$ cat src/design/pet_pkg.sv
// shared types, constants and helpers of the presence tracker
`timescale 1ns / 1ps

package pet_pkg;

  localparam int CAPACITY = 16;
  localparam int ID_BITS  = 16;
  localparam int IDX_W    = (CAPACITY > 1) ? $clog2(CAPACITY) : 1;
  localparam int CNT_W    = $clog2(CAPACITY + 1);

  typedef enum logic [1:0] {
    OP_CONTACT = 2'd0,
    OP_REMOVE  = 2'd1,
    OP_SWEEP   = 2'd2
  } op_t;

  typedef enum logic [1:0] {
    EV_ENTER = 2'd0,
    EV_EXIT  = 2'd1,
    EV_FULL  = 2'd2
  } event_t;

  // controller to datapath
  typedef struct packed {
    logic capture;
    logic contact;
    logic remove;
    logic sweep_init;
    logic sweep_step;
    logic sweep_finish;
  } cmd_t;

  // datapath to controller
  typedef struct packed {
    logic [1:0] op;
    logic       slot_free;
    logic       sweep_end;
    logic       cur_unmarked;
  } status_t;

  // port identifier to internal identifier width
  function automatic logic [ID_BITS-1:0] to_id(input logic [15:0] x);
    logic [63:0] wide;
    wide = {48'b0, x};
    return wide[ID_BITS-1:0];
  endfunction

  // internal identifier back to port width
  function automatic logic [15:0] from_id(input logic [ID_BITS-1:0] x);
    logic [63:0] wide;
    wide = 64'(x);
    return wide[15:0];
  endfunction

endpackage

$ cat src/design/pet_ctrl.sv
// control state machine of the presence tracker
`timescale 1ns / 1ps

module pet_ctrl (
  input  logic             clk,
  input  logic             rst,
  input  logic             in_valid,
  output logic             in_stall,
  input  pet_pkg::status_t sts,
  output pet_pkg::cmd_t    cmd
);
  import pet_pkg::*;

  typedef enum logic [2:0] {
    S_IDLE  = 3'b001,
    S_EXEC  = 3'b010,
    S_SWEEP = 3'b100
  } state_t;

  state_t state, state_next;

  // state register
  always_ff @(posedge clk) begin
    if (rst) begin
      state <= S_IDLE;
    end else begin
      state <= state_next;
    end
  end

  assign in_stall = (state != S_IDLE);

  // next state and commands
  always_comb begin
    state_next = state;
    cmd        = '0;
    unique case (state)
      S_IDLE: begin
        if (in_valid) begin
          cmd.capture = 1'b1;
          state_next  = S_EXEC;
        end
      end
      S_EXEC: begin
        case (sts.op)
          OP_CONTACT: begin
            if (sts.slot_free) begin
              cmd.contact = 1'b1;
              state_next  = S_IDLE;
            end
          end
          OP_REMOVE: begin
            cmd.remove = 1'b1;
            state_next = S_IDLE;
          end
          OP_SWEEP: begin
            cmd.sweep_init = 1'b1;
            state_next     = S_SWEEP;
          end
          default: state_next = S_IDLE;
        endcase
      end
      S_SWEEP: begin
        if (sts.sweep_end) begin
          cmd.sweep_finish = 1'b1;
          state_next       = S_IDLE;
        end else if (!sts.cur_unmarked || sts.slot_free) begin
          cmd.sweep_step = 1'b1;
        end
      end
      default: state_next = S_IDLE;
    endcase
  end

endmodule

$ cat src/design/pet_datapath.sv
// table, compare logic, sweep pointers and output register
`timescale 1ns / 1ps

module pet_datapath (
  input  logic             clk,
  input  logic             rst,
  input  pet_pkg::cmd_t    cmd,
  output pet_pkg::status_t sts,
  input  logic [1:0]       op,
  input  logic [15:0]      ident,
  output logic             out_valid,
  input  logic             out_stall,
  output logic [1:0]       event_res,
  output logic [15:0]      ident_out,
  output logic             last
);
  import pet_pkg::*;

  logic [ID_BITS-1:0]  ids [CAPACITY];
  logic [CAPACITY-1:0] marks;
  logic [CNT_W-1:0]    count;
  logic [1:0]          op_q;
  logic [ID_BITS-1:0]  id_q;
  logic [CNT_W-1:0]    rd;
  logic [CNT_W-1:0]    wr;

  logic [CAPACITY-1:0] hit;
  logic [CAPACITY-1:0] at_or_after;
  logic [CAPACITY-1:0] later_unm;
  logic                any_hit;
  logic                full;
  logic [IDX_W-1:0]    rd_i;
  logic [IDX_W-1:0]    wr_i;
  logic [IDX_W-1:0]    cnt_i;
  logic [ID_BITS-1:0]  cur_id;
  logic                cur_mark;
  logic                slot_free;

  // parallel compare against all valid entries
  always_comb begin
    for (int i = 0; i < CAPACITY; i++) begin
      hit[i]       = (CNT_W'(i) < count) && (ids[i] == id_q);
      later_unm[i] = (CNT_W'(i) < count) && !marks[i] && (CNT_W'(i) > rd);
      at_or_after[i] = 1'b0;
      for (int j = 0; j < CAPACITY; j++) begin
        if (j <= i) at_or_after[i] = at_or_after[i] | hit[j];
      end
    end
  end

  assign any_hit   = |hit;
  assign full      = (count == CNT_W'(CAPACITY));
  assign rd_i      = rd[IDX_W-1:0];
  assign wr_i      = wr[IDX_W-1:0];
  assign cnt_i     = count[IDX_W-1:0];
  assign cur_id    = ids[rd_i];
  assign cur_mark  = marks[rd_i];
  assign slot_free = !out_valid || !out_stall;

  assign sts.op           = op_q;
  assign sts.slot_free    = slot_free;
  assign sts.sweep_end    = (rd == count);
  assign sts.cur_unmarked = !cur_mark;

  // table and pointer updates
  always_ff @(posedge clk) begin
    if (rst) begin
      count <= '0;
      marks <= '0;
    end else begin
      if (cmd.contact) begin
        if (any_hit) begin
          marks <= marks | hit;
        end else if (!full) begin
          ids[cnt_i]   <= id_q;
          marks[cnt_i] <= 1'b1;
          count        <= count + CNT_W'(1);
        end
      end
      if (cmd.remove && any_hit) begin
        for (int i = 0; i < CAPACITY - 1; i++) begin
          if (at_or_after[i]) begin
            ids[i]   <= ids[i+1];
            marks[i] <= marks[i+1];
          end
        end
        count <= count - CNT_W'(1);
      end
      // kept entries slide down to the write pointer with their mark cleared
      if (cmd.sweep_step && cur_mark) begin
        ids[wr_i]   <= cur_id;
        marks[wr_i] <= 1'b0;
      end
      if (cmd.sweep_finish) begin
        count <= wr;
      end
    end
  end

  // input capture and sweep pointers
  always_ff @(posedge clk) begin
    if (cmd.capture) begin
      op_q <= op;
      id_q <= to_id(ident);
    end
    if (cmd.sweep_init) begin
      rd <= '0;
      wr <= '0;
    end else if (cmd.sweep_step) begin
      rd <= rd + CNT_W'(1);
      if (cur_mark) wr <= wr + CNT_W'(1);
    end
  end

  // output beat register
  always_ff @(posedge clk) begin
    if (rst) begin
      out_valid <= 1'b0;
    end else begin
      if (cmd.contact && !any_hit) begin
        out_valid <= 1'b1;
        event_res <= full ? EV_FULL : EV_ENTER;
        ident_out <= from_id(id_q);
        last      <= 1'b1;
      end else if (cmd.sweep_step && !cur_mark) begin
        out_valid <= 1'b1;
        event_res <= EV_EXIT;
        ident_out <= from_id(cur_id);
        last      <= !(|later_unm);
      end else if (out_valid && !out_stall) begin
        out_valid <= 1'b0;
      end
    end
  end

endmodule

$ cat src/design/presence_enter_exit_tracker_top.sv
// Presence tracker: ordered table of present identifiers with mark-and-sweep
// enter and exit detection.
// Input channel (in_valid/in_stall) carries op and ident: op contact sets the
// mark of a known identifier or appends a new one with an enter event (a full
// event if the table is full), op removal deletes an entry and closes the gap,
// op sweep emits an exit for every unmarked entry in table order, compacts
// the table and clears all marks.
// Output channel (out_valid/out_stall) carries event_res, ident_out and last;
// last marks the final beat caused by one input beat.
// Timing: an input beat is taken in the idle state and executed in the exec
// state, where a contact waits for a free output slot. A sweep then steps one
// table entry per cycle through the sweep read and write pointers, holding
// while an unmarked entry waits for the output slot. The lookup is a
// combinational compare across all entries. A contact result is registered
// after the exec state; the exits of a sweep follow the pointer setup.
// A stalled receiver holds the output register; a pending result then holds
// the controller, and in_stall stays high until the item is done.
// Reset (rst, synchronous) empties the table and drops any pending result.
`timescale 1ns / 1ps

module presence_enter_exit_tracker_top (
  input  logic        clk,
  input  logic        rst,
  input  logic        in_valid,
  output logic        in_stall,
  input  logic [1:0]  op,
  input  logic [15:0] ident,
  output logic        out_valid,
  input  logic        out_stall,
  output logic [1:0]  event_res,
  output logic [15:0] ident_out,
  output logic        last
);
  import pet_pkg::*;

  cmd_t    cmd;
  status_t sts;

  // controller
  pet_ctrl u_ctrl (
    .clk      (clk),
    .rst      (rst),
    .in_valid (in_valid),
    .in_stall (in_stall),
    .sts      (sts),
    .cmd      (cmd)
  );

  // datapath
  pet_datapath u_dp (
    .clk       (clk),
    .rst       (rst),
    .cmd       (cmd),
    .sts       (sts),
    .op        (op),
    .ident     (ident),
    .out_valid (out_valid),
    .out_stall (out_stall),
    .event_res (event_res),
    .ident_out (ident_out),
    .last      (last)
  );

endmodule

$ cat config.mk
export PLATFORM = sky130hd
export DESIGN_NAME = presence_enter_exit_tracker_top
export DESIGN_NICKNAME = d
export VERILOG_FILES = /design/src/design/pet_pkg.sv /design/src/design/pet_ctrl.sv /design/src/design/pet_datapath.sv /design/src/design/presence_enter_exit_tracker_top.sv
export SDC_FILE = /design/constraint.sdc
export NUM_CORES = 1
export LEC_CHECK = 0
export BUFFER_PORTS_ARGS = -buffer_cell sky130_fd_sc_hd__buf_4
export CAP_MARGIN = 20
export CELL_PAD_IN_SITES_DETAIL_PLACEMENT = 0
export CELL_PAD_IN_SITES_GLOBAL_PLACEMENT = 1
export CORE_MARGIN = 10
export CORE_UTILIZATION = 55
export CTS_BUF_LIST = sky130_fd_sc_hd__clkbuf_2 sky130_fd_sc_hd__clkbuf_4 sky130_fd_sc_hd__clkbuf_8
export DETAILED_ROUTE_END_ITERATION = 10
export PLACE_DENSITY_LB_ADDON = 0.1
export SETUP_SLACK_MARGIN = 0.5
export SYNTH_ARGS = -nofsm -noshare
export SYNTH_HDL_FRONTEND = slang
export SYNTH_SLANG_ARGS = --single-unit
$ cat constraint.sdc
create_clock -name clk -period 6.39 [get_ports clk]
set_input_delay 1.278 -clock clk [delete_from_list [all_inputs] [get_ports clk]]
set_output_delay 1.278 -clock clk [all_outputs]
set_load 0.01 [all_outputs]
* Yosys cells after proc, flatten, opt, wreduce, memory -nomap -nowiden
Memories as Yosys holds them, arrays and structs flattened. A register that Yosys moved wholly into a read port is not among the register bits.
Cells that the tools add are included.
** Storage, ports and cells
- Bits in registers :: 72
- Bits in latches :: 0
- RAM bits :: 256
- Bits in read-only memories :: 0
- Bits of input ports :: 22
- Output and inout port bits :: 21
- Word-level logic and storage cells :: 325
- Memories :: 1
** Memories
- u_dp.ids :: words 16, width 16, rd ports 17, clocked after Yosys merged registers in 1, write ports 15, RTL line pet_datapath.sv:19 : logic [ID_BITS-1:0] ids [CAPACITY];
** Operators by class
- Add/subtract/negate cells :: 4
- Multipliers :: 0
- Divide/modulo/power cells :: 0
- Magnitude comparators :: 37
- Equal/unequal tests :: 29
- Shifts and indexed selects :: 0
- Multiplexer cells :: 134
- Bitwise operators :: 19
- Reductions and logical operators :: 90
** Operators with widths (number)
- equality test 16 bit :: 16
- two-way mux 16 bit :: 9
- two-way mux 1 bit :: 101
- OR reduction 16 bit :: 4
- logical AND 1 bit :: 55
- > comparator 4 x 5 -> 1 bit, first input constant :: 8
- less-than comparator 4 x 5 -> 1 bit, first input constant :: 8
- bitwise OR 16 bit :: 2
- two-way mux 15 bit :: 2
- two-way mux 5 bit :: 5
- zero test 1 bit :: 21
- > comparator 3 x 5 -> 1 bit, first input constant :: 4
- less-than comparator 3 x 5 -> 1 bit, first input constant :: 4
- bitwise AND 16 bit :: 1
- two-way mux 4 bit :: 4
- inverter 16 bit :: 1
- adder 5 x 1 -> 5 bit, second input constant :: 3
- less-than comparator 4 x 5 -> 1 bit, second input constant :: 3
- bitwise OR 1 bit :: 14
- two-way mux 3 bit :: 4
- > comparator 1 x 5 -> 1 bit, first input constant :: 2
- > comparator 2 x 5 -> 1 bit, first input constant :: 2
- less-than comparator 1 x 5 -> 1 bit, first input constant :: 2
- less-than comparator 2 x 5 -> 1 bit, first input constant :: 2
- other kinds (25) :: 36

* Depth between registers and ports, before layout
- Depth after elaboration :: 21
- Mapped depth :: 14
- Gate-level depth less buffers :: 11

* Modules after synthesis
A second synthesis with hierarchy kept.
** Unflattened totals
- Cells, all modules :: 2175
- Area total of the unflattened synthesis :: 22985.8 sq um
** Modules (own cells, without submodules)
- pet_datapath :: instances 1, cells each 2149, area each 22785.6 sq um, sequential area each 9519.1 sq um
- pet_ctrl :: instances 1, cells each 26, area each 200.2 sq um, sequential area each 60.1 sq um

* Worst setup path before layout
Ideal clock, no wire load.
- Path type :: register to register
- Start :: reg u_dp.id_q[8]
- End :: mem u_dp.ids[9][0] (enable)
- Library setup time :: 416 ps
- Arrival :: 3990 ps
- Required time :: 5974 ps
- Path slack :: 1984 ps
- Stages on the path, launching flop included :: 10
- Clock period less this slack :: 4406 ps
- Cells stage by stage :: edfxtp_1 -> buf_6 -> xor2_1 -> or4_1 -> or4b_4 -> nor4_1 -> nor4_1 -> and4_1 -> nand2b_1 -> o32ai_1
** RTL lines
- start, declared :: RTL line pet_datapath.sv:23 : logic [ID_BITS-1:0] id_q;
- start signal, assigned :: RTL line pet_datapath.sv:104 : id_q <= to_id(ident);
- end, declared :: RTL line pet_datapath.sv:19

==> reports/qor.json <==
{
  "run_status": {
    "outcome": "finished clean"
  },
  "setup_path": {
    "ff2ff_path_depth": 14,
    "crit_path_end_kind": "flop",
    "arrival_worst_endpoint_ns": 5.97,
    "setup.worst_path.class": "flop to flop",
    "worst-path-max-fanout": 16,
    "worst-endpoint-required_ns": 6.74,
    "worstSetupStartpointType": "flop"
  },
  "yosys": {
    "async_flop_share": 0,
    "ys_ff_latch": 332,
    "post_synth.cell_area_avg_um2": 10.9,
    "ys_top_cells_by_area": "sky130_fd_sc_hd__edfxtp_1 (42%), sky130_fd_sc_hd__mux4_2 (9.2%), sky130_fd_sc_hd__xor2_1 (7.7%), sky130_fd_sc_hd__a21oi_1 (4.9%), sky130_fd_sc_hd__nor2_1 (4.1%)",
    "synthFlopType": "sky130_fd_sc_hd__edfxtp_1",
    "share_of_the_synthesized_area_in_the_top_cell_type": 0.421,
    "post_syn_area_um2": 20900,
    "nets_in_the_synthesized_netlist": 1945,
    "synth_enable_flop_cells": 293,
    "cell_type_with_the_largest_total_area_after_synthesis": "sky130_fd_sc_hd__edfxtp_1",
    "yosysSeqAreaShare": 0.458,
    "synth.lib_cells_used.distinct": 80,
    "yosys.cell_count.top_type": "sky130_fd_sc_hd__edfxtp_1",
    "ys.warnings.count": 0,
    "syn_inst": 1912,
    "synth.cells.most_frequent": "sky130_fd_sc_hd__edfxtp_1 (293), sky130_fd_sc_hd__nor2_1 (227), sky130_fd_sc_hd__a21oi_1 (204), sky130_fd_sc_hd__xor2_1 (183), sky130_fd_sc_hd__nand2_1 (113)"
  },
  "timing": {
    "finalHoldViolations": 0,
    "clock_skew_ns": 0.0271,
    "min_period_over_period": 0.879,
    "post-route-min-period_ns": 5.62,
    "finalMaxSlewViolations": 0,
    "rsz0062_at_grt": "false",
    "max-slew-margin-rel": 0.201,
    "setup_viol": 0,
    "setup_tns_ns": 0,
    "achievable-frequency_mhz": 178,
    "tightest_slew_ns": 1.20
  },
  "place": {
    "dp.final_hpwl_um": 62000,
    "place_congestion": 1.09,
    "post_dp_cell_area_um2": 22000,
    "numPortBuffers": 42
  },
  "flow_run": {
    "timing.max_cap.violations": 0
  },
  "clock_tree": {
    "clock_sink_count": 332,
    "postCtsSetupRepairBufs": 0,
    "cts-root-buf": "sky130_fd_sc_hd__clkbuf_8",
    "clkLatencyLatePin_ns": 0.69,
    "numCtsBuffers": 58,
    "cts.clk_slew.worst_paths_ns": 0.06,
    "cts_hold_repair_buffers": 0,
    "ctsLongestPathBuffers": 3,
    "ctsHtreeMaxLevel": 2,
    "cts_resized": 0,
    "cts_tree": "yes"
  },
  "die": {
    "row_count": 71,
    "die_area_um2": 46200,
    "floorplan.core_area_um2": 37600,
    "fp.dieW_um": 215,
    "die_height_um": 215,
    "num_io_pins": 43,
    "start_util": 0.557
  },
  "global_routing": {
    "grt_pass1_vias": 16300,
    "pin_count_of_the_biggest_net_entering_global_routing": 45,
    "grt_pass1_wl_um": 119000,
    "gr-usage-all-layers": 0.353,
    "grt_antenna_before_repair": 3,
    "globalRoute.totalOverflow": 0
  },
  "routing": {
    "postRouteWirelength_um": 83300,
    "vias": 17300,
    "via_per_inst": 6.86,
    "avgRoutedWirePerCell_um": 33.1,
    "drt_first_pass_iters": 5,
    "drcViolationCount": 0,
    "drt-initial-drc-count": 2665,
    "route.antenna.remaining_nets": 0
  },
  "power_and_ir_drop": {
    "switching_share": 0.266,
    "power.combinational.fraction": 0.102,
    "power.density_nw_per_um2": 212,
    "power_leakage_nw": 8.00,
    "power.ir.vdd_worst_mv": 0.195,
    "internal_power_mw": 3.60,
    "total_power_mw": 4.90,
    "sequential_power_share": 0.497,
    "share_clk_of_total_power": 0.401,
    "power.switching_mw": 1.31
  },
  "worst_hold_path": {
    "timing.hold.worst_path_depth": 2,
    "hp-class": "flop to flop"
  },
  "layout": {
    "drive_gt1_frac": 0.210,
    "layout.core_utilization": 0.616,
    "layout.nets": 1997,
    "areaGrowthSynthToFinish_pct": 10.6,
    "design_area_um2": 23100
  }
}
-- through the flow --
step,hold WS [ns],cells,setup slack (ns)
4_1_cts,0.524,2514,0.730
3_5_place_dp,0.516,2412,0.771
2_1_floorplan,0.489,1912,1.98
3_3_place_gp,0.512,2411,0.745
6_report,0.526,2519,0.771
5_1_grt,0.577,2517,0.686
-- routing by layer --
metal	global-route usage	share of wire	vias up	wire length, µm
met4	0.195	0.065	2	5380
met5	0	0.00013	-	11
met2	0.537	0.45	1295	37100
met3	0.0788	0.12	241	9630
li1	-	-	7213	-
met1	0.460	0.37	8525	31200
-- cells by family (layout without fill, tap and decap cells) --
logic type | count (synthesis) | count (layout) | share of synthesized area
xor gates and xnor gates | 270 | 270 | 0.113
buffers and inverters | 177 | 271 | 0.0366
adders and majority gates | 11 | 11 | 0.00658
muxes | 186 | 186 | 0.146
AOI/OAI and AO/OA | 321 | 321 | 0.0903
and+or+nand+nor | 615 | 615 | 0.149
other | 0 | 2 | 0
DFF | 332 | 332 | 0.458
-- sequential cells by signal (all words and copies together), names as in the netlist, named ones only --
| name | cells |
|---|---|
| u_dp.last | 1 |
| u_dp.ids | 256 |
| u_dp.rd | 5 |
| u_dp.marks | 16 |
| u_dp.out_valid | 1 |
| u_dp.id_q | 16 |
| u_dp.op_q | 2 |
| u_dp.ident_out | 16 |
| u_dp.event_res | 2 |
| u_ctrl.state | 3 |
| u_dp.wr | 5 |
| u_dp.count | 5 |
-- path summary, 6_finish.rpt --
| check | to | start | slack (ns) |
|---|---|---|---|
| hold reg to reg | u_dp.wr[1]$_SDFFE_PP0P_ | u_dp.wr[1]$_SDFFE_PP0P_ | 0.53 |
| hold / removal | u_dp.wr[1]$_SDFFE_PP0P_ | u_dp.wr[1]$_SDFFE_PP0P_ | 0.53 |
| setup reg to reg | u_dp.ids[2][5]$_DFFE_PP_ | u_dp.id_q[13]$_DFFE_PP_ | 0.77 |
| setup / recovery | u_dp.ids[2][5]$_DFFE_PP_ | u_dp.id_q[13]$_DFFE_PP_ | 0.77 |
-- placed cells by master, fill, tap and decap left out, types with 6 or more instances in the layout --
| cell | Yosys | routed |
|---|---|---|
| sky130_fd_sc_hd__mux2i_1 | 20 | 20 |
| sky130_fd_sc_hd__o21ai_0 | 25 | 13 |
| sky130_fd_sc_hd__nor2_1 | 227 | 226 |
| sky130_fd_sc_hd__o22ai_1 | 7 | 7 |
| sky130_fd_sc_hd__nor3b_1 | 7 | 7 |
| sky130_fd_sc_hd__buf_4 | 5 | 127 |
| sky130_fd_sc_hd__clkbuf_8 | 0 | 64 |
| sky130_fd_sc_hd__ha_1 | 11 | 11 |
| sky130_fd_sc_hd__mux2_2 | 71 | 71 |
| sky130_fd_sc_hd__mux2_4 | 10 | 10 |
| sky130_fd_sc_hd__o21a_1 | 6 | 6 |
| sky130_fd_sc_hd__nor4_1 | 65 | 65 |
| sky130_fd_sc_hd__clkbuf_4 | 0 | 20 |
| sky130_fd_sc_hd__dfxtp_1 | 39 | 37 |
| sky130_fd_sc_hd__nor3_1 | 44 | 43 |
| sky130_fd_sc_hd__nand4b_1 | 15 | 15 |
| sky130_fd_sc_hd__nor4b_1 | 14 | 14 |
| sky130_fd_sc_hd__xnor2_1 | 87 | 87 |
| sky130_fd_sc_hd__a31oi_1 | 9 | 9 |
| sky130_fd_sc_hd__or3_1 | 10 | 10 |
| sky130_fd_sc_hd__nor4bb_1 | 8 | 8 |
| sky130_fd_sc_hd__edfxtp_1 | 293 | 293 |
| sky130_fd_sc_hd__a211oi_1 | 11 | 11 |
| sky130_fd_sc_hd__a21oi_1 | 204 | 203 |
| sky130_fd_sc_hd__mux4_2 | 85 | 85 |
| sky130_fd_sc_hd__nand4_1 | 24 | 24 |
| sky130_fd_sc_hd__inv_1 | 37 | 37 |
| sky130_fd_sc_hd__nand2_1 | 113 | 113 |
| sky130_fd_sc_hd__o21ai_1 | 1 | 12 |
| sky130_fd_sc_hd__or4_1 | 10 | 10 |
| sky130_fd_sc_hd__nand2b_1 | 9 | 9 |
| sky130_fd_sc_hd__clkinv_1 | 1 | 12 |
| sky130_fd_sc_hd__xor2_1 | 183 | 183 |
| sky130_fd_sc_hd__nand3_1 | 31 | 31 |
-- worst max-delay path: stages (launching register included) --
cell and delay [ns]:
sky130_fd_sc_hd__edfxtp_1 0.94, sky130_fd_sc_hd__buf_4 0.36, sky130_fd_sc_hd__buf_4 0.19, sky130_fd_sc_hd__xor2_1 0.22
sky130_fd_sc_hd__nor4_1 0.07, sky130_fd_sc_hd__nand3_1 0.17, sky130_fd_sc_hd__nor4_1 0.08, sky130_fd_sc_hd__buf_4 0.19
sky130_fd_sc_hd__nor4_2 0.64, sky130_fd_sc_hd__nand4_1 0.54, sky130_fd_sc_hd__buf_4 0.38, sky130_fd_sc_hd__nor4_1 0.73
sky130_fd_sc_hd__nor2_1 0.23, sky130_fd_sc_hd__o21ai_1 0.18, sky130_fd_sc_hd__buf_4 0.33
-- power groups by stage --
| stage | Sequential, mW | Combinational [mW] | Clock [mW] |
|---|---|---|---|
| 6_report | 2.44 | 0.500 | 1.97 |
| 5_1_grt | 2.44 | 0.518 | 2.08 |
| 4_1_cts | 2.43 | 0.484 | 1.97 |
| 3_5_place_dp | 2.48 | 0.482 | 0 |
| 3_3_place_gp | 2.48 | 0.477 | 0 |
| 2_1_floorplan | 2.43 | 0.333 | 0 |
-- area by class of cell --
type                    instances  area (µm²)
fillers                      3114       14400
diodes                          2        5.00
repair buffers                131        1030
multi-input cells            1403       10600
clock buffers                  84        1030
clock inverters                18        83.8
inverters                      38         143
well taps                     511         639
flip-flops and latches        332        9580
No activity file was read; power rests on OpenSTA's default activity.
